`src/line_command_recognizer_top_defines.svh`:
```
// Assertion macros shared by the line command recognizer RTL.
`ifndef LINE_COMMAND_RECOGNIZER_TOP_DEFINES_SVH
`define LINE_COMMAND_RECOGNIZER_TOP_DEFINES_SVH
`ifndef NO_ASSERTIONS
// Check that a property holds at every clock edge outside reset.
`define LCR_ASSERT(label, clk, rst_n, prop, msg) \
    label: assert property (@(posedge clk) disable iff (!rst_n) prop) \
        else $error(msg);
// Check that a condition never shows up outside reset.
`define LCR_ASSERT_NEVER(label, clk, rst_n, bad, msg) \
    label: assert property (@(posedge clk) disable iff (!rst_n) !(bad)) \
        else $error(msg);
`else
`define LCR_ASSERT(label, clk, rst_n, prop, msg)
`define LCR_ASSERT_NEVER(label, clk, rst_n, bad, msg)
`endif
`endif

```
`src/lcr_pkg.sv`:
```
package lcr_pkg;

    localparam int LINE_CAPACITY = 64;
    localparam int COUNT_W       = $clog2(LINE_CAPACITY);

    localparam int WORD_ON_LEN  = 6;
    localparam int WORD_OFF_LEN = 7;
    localparam int PREFIX_LEN   = 7;
    localparam int ON_IDX_W     = $clog2(WORD_ON_LEN);
    localparam int OFF_IDX_W    = $clog2(WORD_OFF_LEN);
    localparam int PREFIX_IDX_W = $clog2(PREFIX_LEN);

    localparam int LEVEL_MAX    = 100;
    localparam int LEVEL_W      = 7;
    localparam int KIND_W       = 2;
    localparam int CHAR_W       = 8;
    localparam int DECIMAL_BASE = 10;
    localparam int SUM_W        = LEVEL_W + 4;

    typedef logic [CHAR_W-1:0] char_t;

    localparam char_t CHAR_NUL   = 8'h00;
    localparam char_t CHAR_TAB   = 8'h09;
    localparam char_t CHAR_LF    = 8'h0A;
    localparam char_t CHAR_VT    = 8'h0B;
    localparam char_t CHAR_FF    = 8'h0C;
    localparam char_t CHAR_CR    = 8'h0D;
    localparam char_t CHAR_SPACE = 8'h20;
    localparam char_t CHAR_PLUS  = 8'h2B;
    localparam char_t CHAR_MINUS = 8'h2D;
    localparam char_t CHAR_ZERO  = 8'h30;
    localparam char_t CHAR_NINE  = 8'h39;

    localparam char_t WORD_ON [WORD_ON_LEN] = '{"L", "E", "D", "_", "O", "N"};
    localparam char_t WORD_OFF [WORD_OFF_LEN] = '{"L", "E", "D", "_", "O", "F", "F"};
    localparam char_t WORD_PREFIX [PREFIX_LEN] = '{"B", "R", "I", "G", "H", "T", "_"};

    typedef enum logic [KIND_W-1:0] {
        CMD_ON     = 2'd0,
        CMD_OFF    = 2'd1,
        CMD_BRIGHT = 2'd2
    } cmd_kind_t;

    typedef enum logic [1:0] {
        PH_SKIP   = 2'd0,
        PH_SIGN   = 2'd1,
        PH_DIGITS = 2'd2,
        PH_DONE   = 2'd3
    } num_phase_t;

    typedef struct packed {
        cmd_kind_t          kind;
        logic [LEVEL_W-1:0] level;
    } lcr_cmd_t;

endpackage

```
`src/lcr_if.sv`:
```
interface rx_if import lcr_pkg::*;
    ();
    logic              valid;
    logic              ready;
    logic [CHAR_W-1:0] rx_byte;

    modport source (output valid, output rx_byte, input ready);
    modport sink (input valid, input rx_byte, output ready);
endinterface

interface cmd_if import lcr_pkg::*;
    ();
    logic               valid;
    logic               ready;
    logic [KIND_W-1:0]  cmd_kind;
    logic [LEVEL_W-1:0] bright_level;

    modport source (output valid, output cmd_kind, output bright_level, input ready);
    modport sink (input valid, input cmd_kind, input bright_level, output ready);
endinterface

```
`src/lcr_line.sv`:
```
`include "line_command_recognizer_top_defines.svh"

module lcr_line import lcr_pkg::*;
(
    input  logic     clk,
    input  logic     rst_n,
    input  logic     step,
    input  char_t    byte_in,
    output logic     hit,
    output lcr_cmd_t cmd_out
);

    logic [COUNT_W-1:0] char_count_reg, char_count_next;
    logic               on_match_reg, on_match_next;
    logic               off_match_reg, off_match_next;
    logic               prefix_match_reg, prefix_match_next;
    logic               text_ended_reg, text_ended_next;
    num_phase_t         number_phase_reg, number_phase_next;
    logic               number_negative_reg, number_negative_next;
    logic [LEVEL_W-1:0] number_magnitude_reg, number_magnitude_next;

    logic               is_term;
    logic               line_clear;
    logic               num_active;
    logic               on_final, off_final, prefix_final;
    logic               is_ws, is_sign, is_digit;
    logic [SUM_W-1:0]   mag_sum;

    assign is_term  = (byte_in == CHAR_CR) || (byte_in == CHAR_LF);
    assign is_ws    = (byte_in inside {CHAR_SPACE, CHAR_TAB, CHAR_VT, CHAR_FF,
                                       CHAR_LF, CHAR_CR});
    assign is_sign  = (byte_in == CHAR_PLUS) || (byte_in == CHAR_MINUS);
    assign is_digit = (byte_in inside {[CHAR_ZERO:CHAR_NINE]});

    // Line end: the length check stands in for a NUL that never came.
    assign on_final     = on_match_reg &&
                          (text_ended_reg || char_count_reg == COUNT_W'(WORD_ON_LEN));
    assign off_final    = off_match_reg &&
                          (text_ended_reg || char_count_reg == COUNT_W'(WORD_OFF_LEN));
    assign prefix_final = prefix_match_reg &&
                          (text_ended_reg || char_count_reg >= COUNT_W'(PREFIX_LEN));

    // Byte past the prefix of a line still in the running for a level.
    assign num_active = step && !is_term && !text_ended_reg &&
                        (char_count_reg < COUNT_W'(LINE_CAPACITY - 1)) &&
                        (byte_in != CHAR_NUL) && prefix_match_reg &&
                        (char_count_reg >= COUNT_W'(PREFIX_LEN));

    always_comb
    begin
        char_count_next   = char_count_reg;
        on_match_next     = on_match_reg;
        off_match_next    = off_match_reg;
        prefix_match_next = prefix_match_reg;
        text_ended_next   = text_ended_reg;
        line_clear        = 1'b0;
        hit               = 1'b0;
        cmd_out           = '0;
        if (step)
        begin
            if (is_term)
            begin
                if (char_count_reg != '0)
                begin
                    line_clear = 1'b1;
                    hit        = on_final || off_final || prefix_final;
                    if (on_final)
                    begin
                        cmd_out.kind = CMD_ON;
                    end
                    else if (off_final)
                    begin
                        cmd_out.kind = CMD_OFF;
                    end
                    else if (prefix_final)
                    begin
                        cmd_out.kind  = CMD_BRIGHT;
                        cmd_out.level = number_negative_reg ? '0 : number_magnitude_reg;
                    end
                end
            end
            else if (char_count_reg < COUNT_W'(LINE_CAPACITY - 1))
            begin
                char_count_next = char_count_reg + 1'b1;
                if (!text_ended_reg)
                begin
                    if (byte_in == CHAR_NUL)
                    begin
                        text_ended_next   = 1'b1;
                        on_match_next     = on_match_reg &&
                                            (char_count_reg == COUNT_W'(WORD_ON_LEN));
                        off_match_next    = off_match_reg &&
                                            (char_count_reg == COUNT_W'(WORD_OFF_LEN));
                        prefix_match_next = prefix_match_reg &&
                                            (char_count_reg >= COUNT_W'(PREFIX_LEN));
                    end
                    else
                    begin
                        on_match_next  = on_match_reg &&
                            (char_count_reg < COUNT_W'(WORD_ON_LEN)) &&
                            (byte_in == WORD_ON[char_count_reg[ON_IDX_W-1:0]]);
                        off_match_next = off_match_reg &&
                            (char_count_reg < COUNT_W'(WORD_OFF_LEN)) &&
                            (byte_in == WORD_OFF[char_count_reg[OFF_IDX_W-1:0]]);
                        if (char_count_reg < COUNT_W'(PREFIX_LEN))
                        begin
                            prefix_match_next = prefix_match_reg &&
                                (byte_in == WORD_PREFIX[char_count_reg[PREFIX_IDX_W-1:0]]);
                        end
                    end
                end
            end
            else
            begin
                // Overlong line: drop the byte and start over.
                line_clear = 1'b1;
            end
        end
        if (line_clear)
        begin
            char_count_next   = '0;
            on_match_next     = 1'b1;
            off_match_next    = 1'b1;
            prefix_match_next = 1'b1;
            text_ended_next   = 1'b0;
        end
    end

    // Number parser: next phase.
    always_comb
    begin
        number_phase_next = number_phase_reg;
        if (line_clear)
        begin
            number_phase_next = PH_SKIP;
        end
        else if (num_active)
        begin
            case (number_phase_reg)
                PH_SKIP:
                begin
                    if (is_ws)
                    begin
                        number_phase_next = PH_SKIP;
                    end
                    else if (is_sign)
                    begin
                        number_phase_next = PH_SIGN;
                    end
                    else if (is_digit)
                    begin
                        number_phase_next = PH_DIGITS;
                    end
                    else
                    begin
                        number_phase_next = PH_DONE;
                    end
                end
                PH_SIGN, PH_DIGITS:
                begin
                    number_phase_next = is_digit ? PH_DIGITS : PH_DONE;
                end
                default:
                begin
                    number_phase_next = PH_DONE;
                end
            endcase
        end
    end

    // Number parser: sign and saturating magnitude.
    assign mag_sum = SUM_W'(number_magnitude_reg) * SUM_W'(DECIMAL_BASE) +
                     SUM_W'(byte_in - CHAR_ZERO);

    always_comb
    begin
        number_negative_next  = number_negative_reg;
        number_magnitude_next = number_magnitude_reg;
        if (line_clear)
        begin
            number_negative_next  = 1'b0;
            number_magnitude_next = '0;
        end
        else if (num_active)
        begin
            case (number_phase_reg)
                PH_SKIP:
                begin
                    if (!is_ws && is_sign)
                    begin
                        number_negative_next = (byte_in == CHAR_MINUS);
                    end
                    else if (!is_ws && is_digit)
                    begin
                        number_magnitude_next = (mag_sum > SUM_W'(LEVEL_MAX)) ?
                            LEVEL_W'(LEVEL_MAX) : mag_sum[LEVEL_W-1:0];
                    end
                end
                PH_SIGN, PH_DIGITS:
                begin
                    if (is_digit)
                    begin
                        number_magnitude_next = (mag_sum > SUM_W'(LEVEL_MAX)) ?
                            LEVEL_W'(LEVEL_MAX) : mag_sum[LEVEL_W-1:0];
                    end
                end
                default:
                begin
                    number_magnitude_next = number_magnitude_reg;
                end
            endcase
        end
    end

    always_ff @(posedge clk or negedge rst_n)
    begin
        if (!rst_n)
        begin
            char_count_reg       <= '0;
            on_match_reg         <= 1'b1;
            off_match_reg        <= 1'b1;
            prefix_match_reg     <= 1'b1;
            text_ended_reg       <= 1'b0;
            number_phase_reg     <= PH_SKIP;
            number_negative_reg  <= 1'b0;
            number_magnitude_reg <= '0;
        end
        else
        begin
            char_count_reg       <= char_count_next;
            on_match_reg         <= on_match_next;
            off_match_reg        <= off_match_next;
            prefix_match_reg     <= prefix_match_next;
            text_ended_reg       <= text_ended_next;
            number_phase_reg     <= number_phase_next;
            number_negative_reg  <= number_negative_next;
            number_magnitude_reg <= number_magnitude_next;
        end
    end

    `LCR_ASSERT(a_count_range, clk, rst_n, char_count_reg <= COUNT_W'(LINE_CAPACITY - 1), "line count past capacity")
    `LCR_ASSERT(a_mag_sat, clk, rst_n, number_magnitude_reg <= LEVEL_W'(LEVEL_MAX), "magnitude not saturated")
    `LCR_ASSERT(a_phase_prefix, clk, rst_n, (number_phase_reg != PH_SKIP) |-> (prefix_match_reg && char_count_reg > COUNT_W'(PREFIX_LEN)), "number parsed outside a prefixed line")

endmodule

```
`src/lcr_out_reg.sv`:
```
module lcr_out_reg import lcr_pkg::*;
(
    input  logic     clk,
    input  logic     rst_n,
    input  logic     load,
    input  logic     hit,
    input  lcr_cmd_t cmd_in,
    output logic     free,
    cmd_if.source    cmd
);

    logic     valid_reg, valid_next;
    lcr_cmd_t cmd_reg;

    assign free = !valid_reg || cmd.ready;

    always_comb
    begin
        valid_next = valid_reg;
        if (load)
        begin
            valid_next = hit;
        end
        else if (cmd.ready)
        begin
            valid_next = 1'b0;
        end
    end

    always_ff @(posedge clk or negedge rst_n)
    begin
        if (!rst_n)
        begin
            valid_reg <= 1'b0;
        end
        else
        begin
            valid_reg <= valid_next;
        end
    end

    always_ff @(posedge clk)
    begin
        if (load && hit)
        begin
            cmd_reg <= cmd_in;
        end
    end

    assign cmd.valid        = valid_reg;
    assign cmd.cmd_kind     = cmd_reg.kind;
    assign cmd.bright_level = cmd_reg.level;

endmodule

```
`src/line_command_recognizer_top.sv`:
```
// A byte that ends a command line passes the input register, then the result register, to cmd.
// One byte per cycle unless cmd stalls; the input and result registers each hold one word.
// The line state update per byte includes a multiply-add by ten on the 7-bit magnitude.
// Reset (rst_n low, asynchronous) empties both registers and clears the line state.
// After reset the block is ready at once; no clearing pass is needed.
`include "line_command_recognizer_top_defines.svh"

module line_command_recognizer_top import lcr_pkg::*;
(
    input  logic  clk,
    input  logic  rst_n,
    rx_if.sink    rx,
    cmd_if.source cmd
);

    // Input register: holds one received byte ahead of the line logic.
    logic     s1_valid_reg, s1_valid_next;
    char_t    s1_byte_reg;

    // Handshake between the stages.
    logic     out_free;
    logic     advance;
    logic     in_take;

    // Result of judging the byte held in the input register.
    logic     line_hit;
    lcr_cmd_t line_cmd;

    // The byte in the input register moves on whenever the result register
    // can take whatever it produces; an open result slot or a taken result
    // both count, so a new byte enters in the same cycle a result leaves.
    assign advance  = s1_valid_reg && out_free;
    assign rx.ready = !s1_valid_reg || out_free;
    assign in_take  = rx.valid && rx.ready;

    always_comb
    begin
        s1_valid_next = s1_valid_reg;
        if (in_take)
        begin
            s1_valid_next = 1'b1;
        end
        else if (advance)
        begin
            s1_valid_next = 1'b0;
        end
    end

    always_ff @(posedge clk or negedge rst_n)
    begin
        if (!rst_n)
        begin
            s1_valid_reg <= 1'b0;
        end
        else
        begin
            s1_valid_reg <= s1_valid_next;
        end
    end

    // Capture the payload only on a take; otherwise hold it.
    always_ff @(posedge clk)
    begin
        if (in_take)
        begin
            s1_byte_reg <= rx.rx_byte;
        end
    end

    // Line tracker: match flags, length count and the number parser. It
    // advances its state once per byte that leaves the input register.
    lcr_line u_line (
        .clk     (clk),
        .rst_n   (rst_n),
        .step    (advance),
        .byte_in (s1_byte_reg),
        .hit     (line_hit),
        .cmd_out (line_cmd)
    );

    // Result register: loads with each advancing byte; only a line that
    // matched a command raises valid, the rest leave the slot empty.
    lcr_out_reg u_out (
        .clk    (clk),
        .rst_n  (rst_n),
        .load   (advance),
        .hit    (line_hit),
        .cmd_in (line_cmd),
        .free   (out_free),
        .cmd    (cmd)
    );

    `LCR_ASSERT(a_s1_hold, clk, rst_n, (s1_valid_reg && !out_free) |=> (s1_valid_reg && $stable(s1_byte_reg)), "input word lost under stall")
    `LCR_ASSERT_NEVER(a_level_kind, clk, rst_n, cmd.valid && (cmd.cmd_kind != CMD_BRIGHT) && (cmd.bright_level != '0), "level set on a light command")
    `LCR_ASSERT_NEVER(a_level_range, clk, rst_n, cmd.valid && (cmd.bright_level > LEVEL_W'(LEVEL_MAX)), "level above maximum")

endmodule
```
`src/flat_wrapper.sv`:
```
// flat-port wrapper written by rule: the top's interface ports become plain ports
module line_command_recognizer_top_flat import lcr_pkg::*;
  (clk, rst_n, rx_valid, rx_rx_byte, rx_ready, cmd_valid, cmd_cmd_kind, cmd_bright_level, cmd_ready);
  rx_if rx_i ();
  cmd_if cmd_i ();
  input  logic clk;
  input  logic rst_n;
  input wire logic [$bits(rx_i.valid)-1:0] rx_valid;
  input wire logic [$bits(rx_i.rx_byte)-1:0] rx_rx_byte;
  output wire logic [$bits(rx_i.ready)-1:0] rx_ready;
  output wire logic [$bits(cmd_i.valid)-1:0] cmd_valid;
  output wire logic [$bits(cmd_i.cmd_kind)-1:0] cmd_cmd_kind;
  output wire logic [$bits(cmd_i.bright_level)-1:0] cmd_bright_level;
  input wire logic [$bits(cmd_i.ready)-1:0] cmd_ready;
  assign rx_i.valid = rx_valid;
  assign rx_i.rx_byte = rx_rx_byte;
  assign rx_ready = rx_i.ready;
  assign cmd_valid = cmd_i.valid;
  assign cmd_cmd_kind = cmd_i.cmd_kind;
  assign cmd_bright_level = cmd_i.bright_level;
  assign cmd_i.ready = cmd_ready;
  line_command_recognizer_top u_core (.clk(clk), .rst_n(rst_n), .rx(rx_i), .cmd(cmd_i));
endmodule
```
`config.mk`:
```
export PLATFORM = sky130hd
export DESIGN_NAME = line_command_recognizer_top_flat
export DESIGN_NICKNAME = d
export VERILOG_FILES = /design/src/lcr_pkg.sv /design/src/lcr_if.sv /design/src/lcr_line.sv /design/src/lcr_out_reg.sv /design/src/line_command_recognizer_top.sv /design/src/flat_wrapper.sv
export VERILOG_INCLUDE_DIRS = /design/src /design/src/src
export SDC_FILE = /design/constraint.sdc
export NUM_CORES = 1
export LEC_CHECK = 0
export ABC_AREA = 1
export BUFFER_PORTS_ARGS = -buffer_cell sky130_fd_sc_hd__buf_2
export CAP_MARGIN = 20
export CORE_MARGIN = 5
export CORE_UTILIZATION = 61
export DETAILED_ROUTE_END_ITERATION = 12
export PLACE_DENSITY_LB_ADDON = 0.12
export SYNTH_ARGS = -nofsm -noshare
export SYNTH_HDL_FRONTEND = slang
export SYNTH_SLANG_ARGS = --single-unit
```
`constraint.sdc`:
```
create_clock -name clk -period 3.35 [get_ports clk]
set_input_delay 0.5025 -clock clk [delete_from_list [all_inputs] [get_ports clk]]
set_output_delay 0.5025 -clock clk [all_outputs]
set_load 0.02 [all_outputs]
```
Yosys cells after proc, flatten, opt, wreduce, memory -nomap -nowiden
Memories as Yosys holds them, arrays and structs flattened.
Cells that the tools add are included.
{ "word_totals": {"register_bits": 39, "memories": 3, "elab_cells": 180, "output_inout_bits": 11, "romBits": 192, "inputBits": 12} }
{ "op_classes": {"n_bitwise": 5, "eq_ne": 20, "n_mux": 66, "n_mul": 1, "n_reduce_logical": 60, "add_sub_neg": 3, "n_lt_le_gt_ge": 8} }
{ "mem_list": {"columns": ["name", "words", "word_bits", "read_ports", "rd_ports_with_merged_regs", "write_ports", "line", "source"], "rows": [
  ["(no name shown)", 8, 8, 1, 0, 0, "lcr_line.sv:108", "(byte_in == WORD_PREFIX[char_count_reg[PREFIX_IDX_W-1:0]]);"],
  ["(no name shown)", 8, 8, 1, 0, 0, "lcr_line.sv:104", "(byte_in == WORD_OFF[char_count_reg[OFF_IDX_W-1:0]]);"],
  ["(no name shown)", 8, 8, 1, 0, 0, "lcr_line.sv:101", "(byte_in == WORD_ON[char_count_reg[ON_IDX_W-1:0]]);"]
]} }
{ "ops": {"columns": ["operator", "count"], "rows": [
  ["two-way mux 7 bit", 7],
  ["two-way mux 8 bit", 6],
  ["two-way mux 1 bit", 42],
  ["equality test 8 x 4 -> 1 bit (second input constant)", 5],
  ["equality test 8 x 6 -> 1 bit (second input constant)", 3],
  ["equality test 8 bit", 3],
  ["two-way mux 6 bit", 4],
  ["logical AND 1 bit", 23],
  ["one-hot mux 7 bit (2 select lines)", 1],
  ["nonzero test 2 bit", 7],
  ["equality test 6 x 3 -> 1 bit (second input constant)", 2],
  ["< comparator 6 x 3 -> 1 bit (second input constant)", 2],
  ["nonzero test 6 bit", 2],
  ["adder 11 bit", 1],
  ["> comparator 11 x 7 -> 1 bit (second input constant)", 1],
  ["multiplier 7 x 3 -> 10 bit (second input constant)", 1],
  ["AND reduction 5 bit", 2],
  ["logical OR 1 bit", 9],
  ["two-way mux 9 bit", 1],
  ["!= test 3 bit (second input constant)", 3],
  ["subtractor 8 x 6 -> 9 bit (second input constant)", 1],
  ["greater-or-equal comparator 8 x 6 -> 1 bit (second input constant)", 1],
  ["<= comparator 8 x 6 -> 1 bit (second input constant)", 1],
  ["zero test 8 bit", 1],
  ["other kinds (21)", 34]
]} }

Depth between registers and ports, before layout
{ "depth": {"word_depth": 13, "mapped_depth": 20, "mapped_depth_nobuf": 20} }

Hierarchy
A second synthesis with hierarchy kept.
{ "unflattened": {"hier_cells": 466, "hier_area_um2": 3359.5} }
{ "by_module_without_submodules": {"columns": ["module", "cells_each", "seq_area_each_um2", "area_each_um2", "instances"], "rows": [
  ["lcr_line", 433, 504.2, 2745.1, 1],
  ["lcr_out_reg", 17, 295.3, 321.6, 1],
  ["line_command_recognizer_top", 16, 265.3, 292.8, 1]
]} }

Worst setup path before layout
Ideal clock, no wire load.
{ "synth_path": {"kind": "flip-flop to flip-flop", "start": "register u_core.u_line.number_magnitude_reg[3]", "end": "register u_core.u_line.number_magnitude_reg[6]", "stages_incl_launch_ff": 20, "synth_period_minus_slack_ns": 2.872, "t_required_ns": 3.234, "path_buffers": 0, "arrival_time_ns": 2.756, "setup_ns": 0.116, "setup_slack_ns": 0.478, "path_cell_list": "dfrtp_1 ha_1 ha_1 a21oi_1 nand2_1 nand2_1 nand2_1 a21oi_1 xor2_1 ha_1 nand2_1 inv_1 a21oi_1 nand2_1 nor2_1 nand2_1 a21oi_1 nand3_1 nand2_1 nand2_1"} }
{ "synth_between": {"elab_chain_len": 9, "elab_cells_between_ends": 10, "classes_between": "add/sub (1); mul (1); order compare (1); mux (7)"} }
{ "synth_lines": {"columns": ["item", "line", "source"], "rows": [
  ["start: declaration", "lcr_line.sv:20", "logic [LEVEL_W-1:0] number_magnitude_reg, number_magnitude_next;"],
  ["start signal: assignment", "lcr_line.sv:237", "number_magnitude_reg <= number_magnitude_next;"],
  ["multiplier 7 x 3 -> 10 bit *", "lcr_line.sv:172", "assign mag_sum = SUM_W'(number_magnitude_reg) * SUM_W'(DECIMAL_BASE) +"],
  ["adder 11 bit *", "lcr_line.sv:172", null],
  ["> comparator 11 x 7 -> 1 bit", "lcr_line.sv:195, lcr_line.sv:203", null],
  ["two-way mux 7 bit *", "lcr_line.sv:195, lcr_line.sv:203", null],
  ["two-way mux 7 bit", "lcr_line.sv:193", "else if (!is_ws && is_digit)"],
  ["two-way mux 7 bit", "lcr_line.sv:189", "if (!is_ws && is_sign)"],
  ["one-hot mux 7 bit (2 select lines) *", "lcr_line.sv:186", "case (number_phase_reg)"],
  ["two-way mux 7 bit *", "lcr_line.sv:184", "else if (num_active)"],
  ["two-way mux 7 bit *", "lcr_line.sv:179", "if (line_clear)"]
]} }
Every way passes the cells marked *; elsewhere a longest branch is shown, timed or not. The select of a mux whose other input is x is not followed.
A chain may end at the register's enable or synchronous reset.

Worst setup path after layout
{ "layout_path": {"start": "register u_core.u_line.number_magnitude_reg[3]", "end": "register u_core.u_line.number_magnitude_reg[1]"} }
{ "layout_between": {"elab_chain_len": 9, "elab_cells_between_ends": 10, "classes_between": "add/sub (1); mul (1); order compare (1); mux (7)"} }
{ "layout_lines": {"columns": ["item", "line"], "rows": [
  ["multiplier 7 x 3 -> 10 bit *", "lcr_line.sv:172"],
  ["adder 11 bit *", "lcr_line.sv:172"],
  ["> comparator 11 x 7 -> 1 bit *", "lcr_line.sv:195, lcr_line.sv:203"],
  ["two-way mux 7 bit *", "lcr_line.sv:195, lcr_line.sv:203"],
  ["two-way mux 7 bit", "lcr_line.sv:193"],
  ["two-way mux 7 bit", "lcr_line.sv:189"],
  ["one-hot mux 7 bit (2 select lines) *", "lcr_line.sv:186"],
  ["two-way mux 7 bit *", "lcr_line.sv:184"],
  ["two-way mux 7 bit *", "lcr_line.sv:179"]
]} }
Marks and branches as above.

==> impl_summary.txt <==
----------------------------------------------------
[STA]
  Final critical path time including I/O delays and setup ... 3048 ps
  Final worst-path cycle share ... 91.00%
  F_max ... 328.0 MHz
  Max Clock Skew ... 6.707 ps
  Slew Limit Headroom ... 65.86%
  Final number of max-transition violations ... 0
  Unrepaired setup endpoints after global routing ... no
  Number of hold-slack violations in the final timing report ... 0
  Transition time at the pin with the least slew margin ... 512.0 ps
  Final setup violation count ... 0
  Final TNS setup ... 0 ps
  Worst Hold Slack ... 164.9 ps

[Clocking]
  Number of buffers inserted by hold repair at cts ... 0
  CTS tree ... yes
  Root buffer selected by CTS ... sky130_fd_sc_hd__clkbuf_8
  CTS sink count ... 39
  Inserted Clock Buffers ... 5
  Clock network latency to the later pin of the worst-skew pair ... 300 ps
  Clk slew on worst S/H paths ... 80 ps
  CTS H-tree depth ... 2
  CTS Buffer Depth ... 2

[Cells and area]
  Most common library cell in the layout ignoring fill and taps ... sky130_fd_sc_hd__nand2_1
  Area added between synthesis and finish ... 10.13%
  Commonest non-fill, non-tap cells in the layout ... 133 x sky130_fd_sc_hd__nand2_1, 72 x sky130_fd_sc_hd__inv_1, 41 x sky130_fd_sc_hd__nand3_1, 31 x sky130_fd_sc_hd__nor2_1, 29 x sky130_fd_sc_hd__ha_1
  Ant. Diodes ... 0
  Final cell utilization of the core ... 67.94%
  Fin nets ... 530
  Layout cell share with drive strength beyond 1 ... 17.49%
  Max reg flops ... 8

[Run]
  Reported max-cap violation count ... 0

[Synthesis]
  Net count after synthesis ... 503
  Share of the synthesized area in the top cell type ... 15.31%
  Number of instances in the synthesized netlist ... 458
  Mean cell area of the mapped netlist ... 7.280 sq um
  Post-synthesis sequential area ratio ... 31.93%
  Synthesis-stage register bit count ... 39
  Warning count from the yosys run ... 0
  Cell taking the most area after synthesis ... sky130_fd_sc_hd__edfxtp_1
  Leading post-synthesis cells by cell area ... sky130_fd_sc_hd__edfxtp_1 15%, sky130_fd_sc_hd__nand2_1 15%, sky130_fd_sc_hd__dfrtp_1 14%
  Cell Area, Synth ... 3334 sq um
  Count of distinct cell types in the synthesized netlist ... 37

[Critical path]
  Series of cell instances along the critical path ... ha_1, ha_1, fa_1, xor2_1, ha_1, nand2_1, inv_1, a21oi_1, nand2_1, nand2_1, nand3_1, inv_1, nand2_1, nor2_4, nand3_1, nand2_1
  Number of buffers and inverters on the critical path ... 2
  Cell repeated most along the worst path ... sky130_fd_sc_hd__nand2_1
  Crit end category ... flip-flop
  Critical-path maximum fanout ... 6
  Delay-heaviest family, CP ... adder cells
  Destination of the critical timing path ... u_core.u_line.number_magnitude_reg[1]$_DFFE_PN0P_
  Cell with the biggest individual delay on the critical path ... sky130_fd_sc_hd__dfrtp_1
  Reg2reg path depth ... 16
  Logic depth of the worst path, buffers included ... 16
  Startpoint Class ... flip-flop
  Minimum setup slack among reg-to-reg paths ... 300 ps
  Worst reg2reg startpoint ... u_core.u_line.number_magnitude_reg[3]$_DFFE_PN0P_
  Endpoint of the most critical register-to-register path ... u_core.u_line.number_magnitude_reg[1]$_DFFE_PN0P_
  Critical path class ... flip-flop to flip-flop
  Max incr delay on CP ... 420 ps
  Critical Path Source ... u_core.u_line.number_magnitude_reg[3]$_DFFE_PN0P_
  Data required time at the worst endpoint ... 3590 ps
  Crit path arrival time ... 3290 ps

[Placed design]
  Final RePlAce weighted congestion ... 0.8516
  # port buffers ... 22
  Hpwl dp ... 5.520 mm

[Hold path]
  Class of the tightest hold or removal check ... input port to async pin

[Die]
  Die W ... 83.94 um
  Effective utilization at floorplan ... 61.69%
  Die ar. ... 7045 sq um
  Placeable core area ... 5405 sq um
  Number of core rows ... 27
  Height of the die ... 83.94 um
  Number of top-level pins ... 23

[Power]
  Clk pwr share ... 20.0%
  P_leak ... 0.001943 uW
  Total power density per cell area ... 543.7 nW/um^2
  Peak VDD IR ... 0.0003744 V
  Switch Pwr ... 844.1 uW
  Internal power ... 1153 uW
  Fraction of power consumed by sequential logic ... 34.7%
  Combinational power share ... 45.3%
  Net switching share of the total power ... 42.28%

[Global route]
  Global-route wire length before repair ... 11.85 mm
  Vias in the first global route ... 2819
  Initial antenna violation count ... 0
  Remaining global-route overflow ... 0
  Overall track demand over capacity in global routing ... 20.62%
  Largest net degree at the start of global routing ... 23

[Status]
  Run status ... finished, final reports clean

[Drt]
  Post-route DRC ... 0
  Antenna Violating Nets Remaining ... 0
  Routed wire per std cell ... 12.42 um
  Wirelength, routed ... 6.932 mm
  Average vias per placed instance ... 5.086
  Vias ... 2838
  Length of the first detailed-routing pass in iterations ... 4
  DR iter-0 viols ... 95

----------------------------------------------------
## how the worst min path moves through the flow
stage                     slack, ps                                   start  cells after the start                                           endpoint
final                           160                                   rst_n                      1  u_core.u_line.number_magnitude_reg[4]$_DFFE_PN0P_
after CTS                       180                                   rst_n                      1  u_core.u_line.number_magnitude_reg[4]$_DFFE_PN0P_
after floorplan                 210                                   rst_n                      0                    u_core.s1_valid_reg$_DFFE_PN0P_
after detailed placement        460  u_core.u_line.on_match_reg$_DFFE_PN1P_                      2             u_core.u_line.on_match_reg$_DFFE_PN1P_
after global routing            200                                   rst_n                      1      u_core.u_line.number_negative_reg$_DFFE_PN0P_
after global placement          460  u_core.u_line.on_match_reg$_DFFE_PN1P_                      2             u_core.u_line.on_match_reg$_DFFE_PN1P_
## cell usage after synthesis
library cell / n
sky130_fd_sc_hd__a21oi_1: 12
sky130_fd_sc_hd__nor3_2: 1
sky130_fd_sc_hd__ha_1: 31
sky130_fd_sc_hd__dfstp_2: 3
sky130_fd_sc_hd__a21boi_2: 1
sky130_fd_sc_hd__or2_2: 3
sky130_fd_sc_hd__inv_1: 72
sky130_fd_sc_hd__buf_2: 1
sky130_fd_sc_hd__nor3_1: 7
sky130_fd_sc_hd__nand3_1: 41
sky130_fd_sc_hd__o21ai_0: 17
sky130_fd_sc_hd__o21ai_4: 1
sky130_fd_sc_hd__o21ai_1: 3
sky130_fd_sc_hd__nand3b_1: 2
sky130_fd_sc_hd__nand2_1: 133
sky130_fd_sc_hd__nor3_4: 1
sky130_fd_sc_hd__xor2_1: 8
sky130_fd_sc_hd__nor2_4: 4
sky130_fd_sc_hd__dfrtp_1: 19
sky130_fd_sc_hd__nand4_1: 3
sky130_fd_sc_hd__a31oi_1: 1
sky130_fd_sc_hd__nand3_4: 1
sky130_fd_sc_hd__nor2_1: 31
sky130_fd_sc_hd__nand2_4: 3
sky130_fd_sc_hd__nand2_2: 3
sky130_fd_sc_hd__xnor2_1: 4
sky130_fd_sc_hd__fa_1: 2
sky130_fd_sc_hd__a22oi_1: 2
sky130_fd_sc_hd__nand3_2: 3
sky130_fd_sc_hd__nor2_2: 14
sky130_fd_sc_hd__buf_6: 2
sky130_fd_sc_hd__inv_4: 3
sky130_fd_sc_hd__and2_1: 1
sky130_fd_sc_hd__nor4_1: 1
sky130_fd_sc_hd__inv_2: 6
sky130_fd_sc_hd__edfxtp_1: 17
sky130_fd_sc_hd__o21ai_2: 1
## what timing repair did
action                                  in CTS  in global routing
setup buffers                                0                  0
endpoints found under the setup margin       0                  7
gates resized for setup                      0                  7
## stage by stage
step / cell area [sq um] / instances / worst slack [ps] / power, uW
2_1_floorplan: 3334 / 458 / 477.6 / 1398
3_3_place_gp: 3515 / 550 / 311.9 / 1556
3_5_place_dp: 3515 / 550 / 253.9 / 1578
4_1_cts: 3627 / 558 / 227.6 / 1986
5_1_grt: 3672 / 558 / 3.639 / 2178
6_report: 3672 / 558 / 301.5 / 1997
## worst reg2reg max path, stage by stage (launching register included)
cell and delay (ps):
sky130_fd_sc_hd__dfrtp_1 420, sky130_fd_sc_hd__ha_1 280, sky130_fd_sc_hd__ha_1 230, sky130_fd_sc_hd__fa_1 410, sky130_fd_sc_hd__xor2_1 200, sky130_fd_sc_hd__ha_1 380
sky130_fd_sc_hd__nand2_1 140, sky130_fd_sc_hd__inv_1 50, sky130_fd_sc_hd__a21oi_1 180, sky130_fd_sc_hd__nand2_1 70, sky130_fd_sc_hd__nand2_1 50, sky130_fd_sc_hd__nand3_1 120
sky130_fd_sc_hd__inv_1 80, sky130_fd_sc_hd__nand2_1 80, sky130_fd_sc_hd__nor2_4 130, sky130_fd_sc_hd__nand3_1 100, sky130_fd_sc_hd__nand2_1 70
## routing by layer
layer | share of wire (%) | vias up | track usage (%) | wire [um]
li1 | - | 1506 | - | -
met1 | 42 | 1282 | 23.19 | 2920
met2 | 53 | 33 | 38.39 | 3643
met3 | 2.5 | 17 | 3.653 | 176
met4 | 2.8 | 0 | 7.749 | 191
met5 | 0 | - | 0 | 0
## cell families after synthesis
family / share of synthesized area [%]
flops: 31.93
simple gates: 35.38
compound gates: 6.529
fa+ha+maj: 12.83
buf+inv: 10.17
xor+xnor: 3.152
## power by group through the flow
stage               Clock, uW  Combinational [uW]  Sequential, uW
finish                    398                 905             693
global route              436                1030             712
CTS                       410                 884             692
detailed placement          0                 876             702
global placement            0                 857             699
floorplan                   0                 730             667
## area by class of cell
type,instances,area [sq um]
inverter,81,311.5
clock inverter,3,43.79
timing repair buffer,23,117.6
tap,72,90.09
clock buffer,5,68.82
multi-input combinational,335,1976
sequential,39,1065
fill,477,1733
Power figures use the tool's default switching activity.
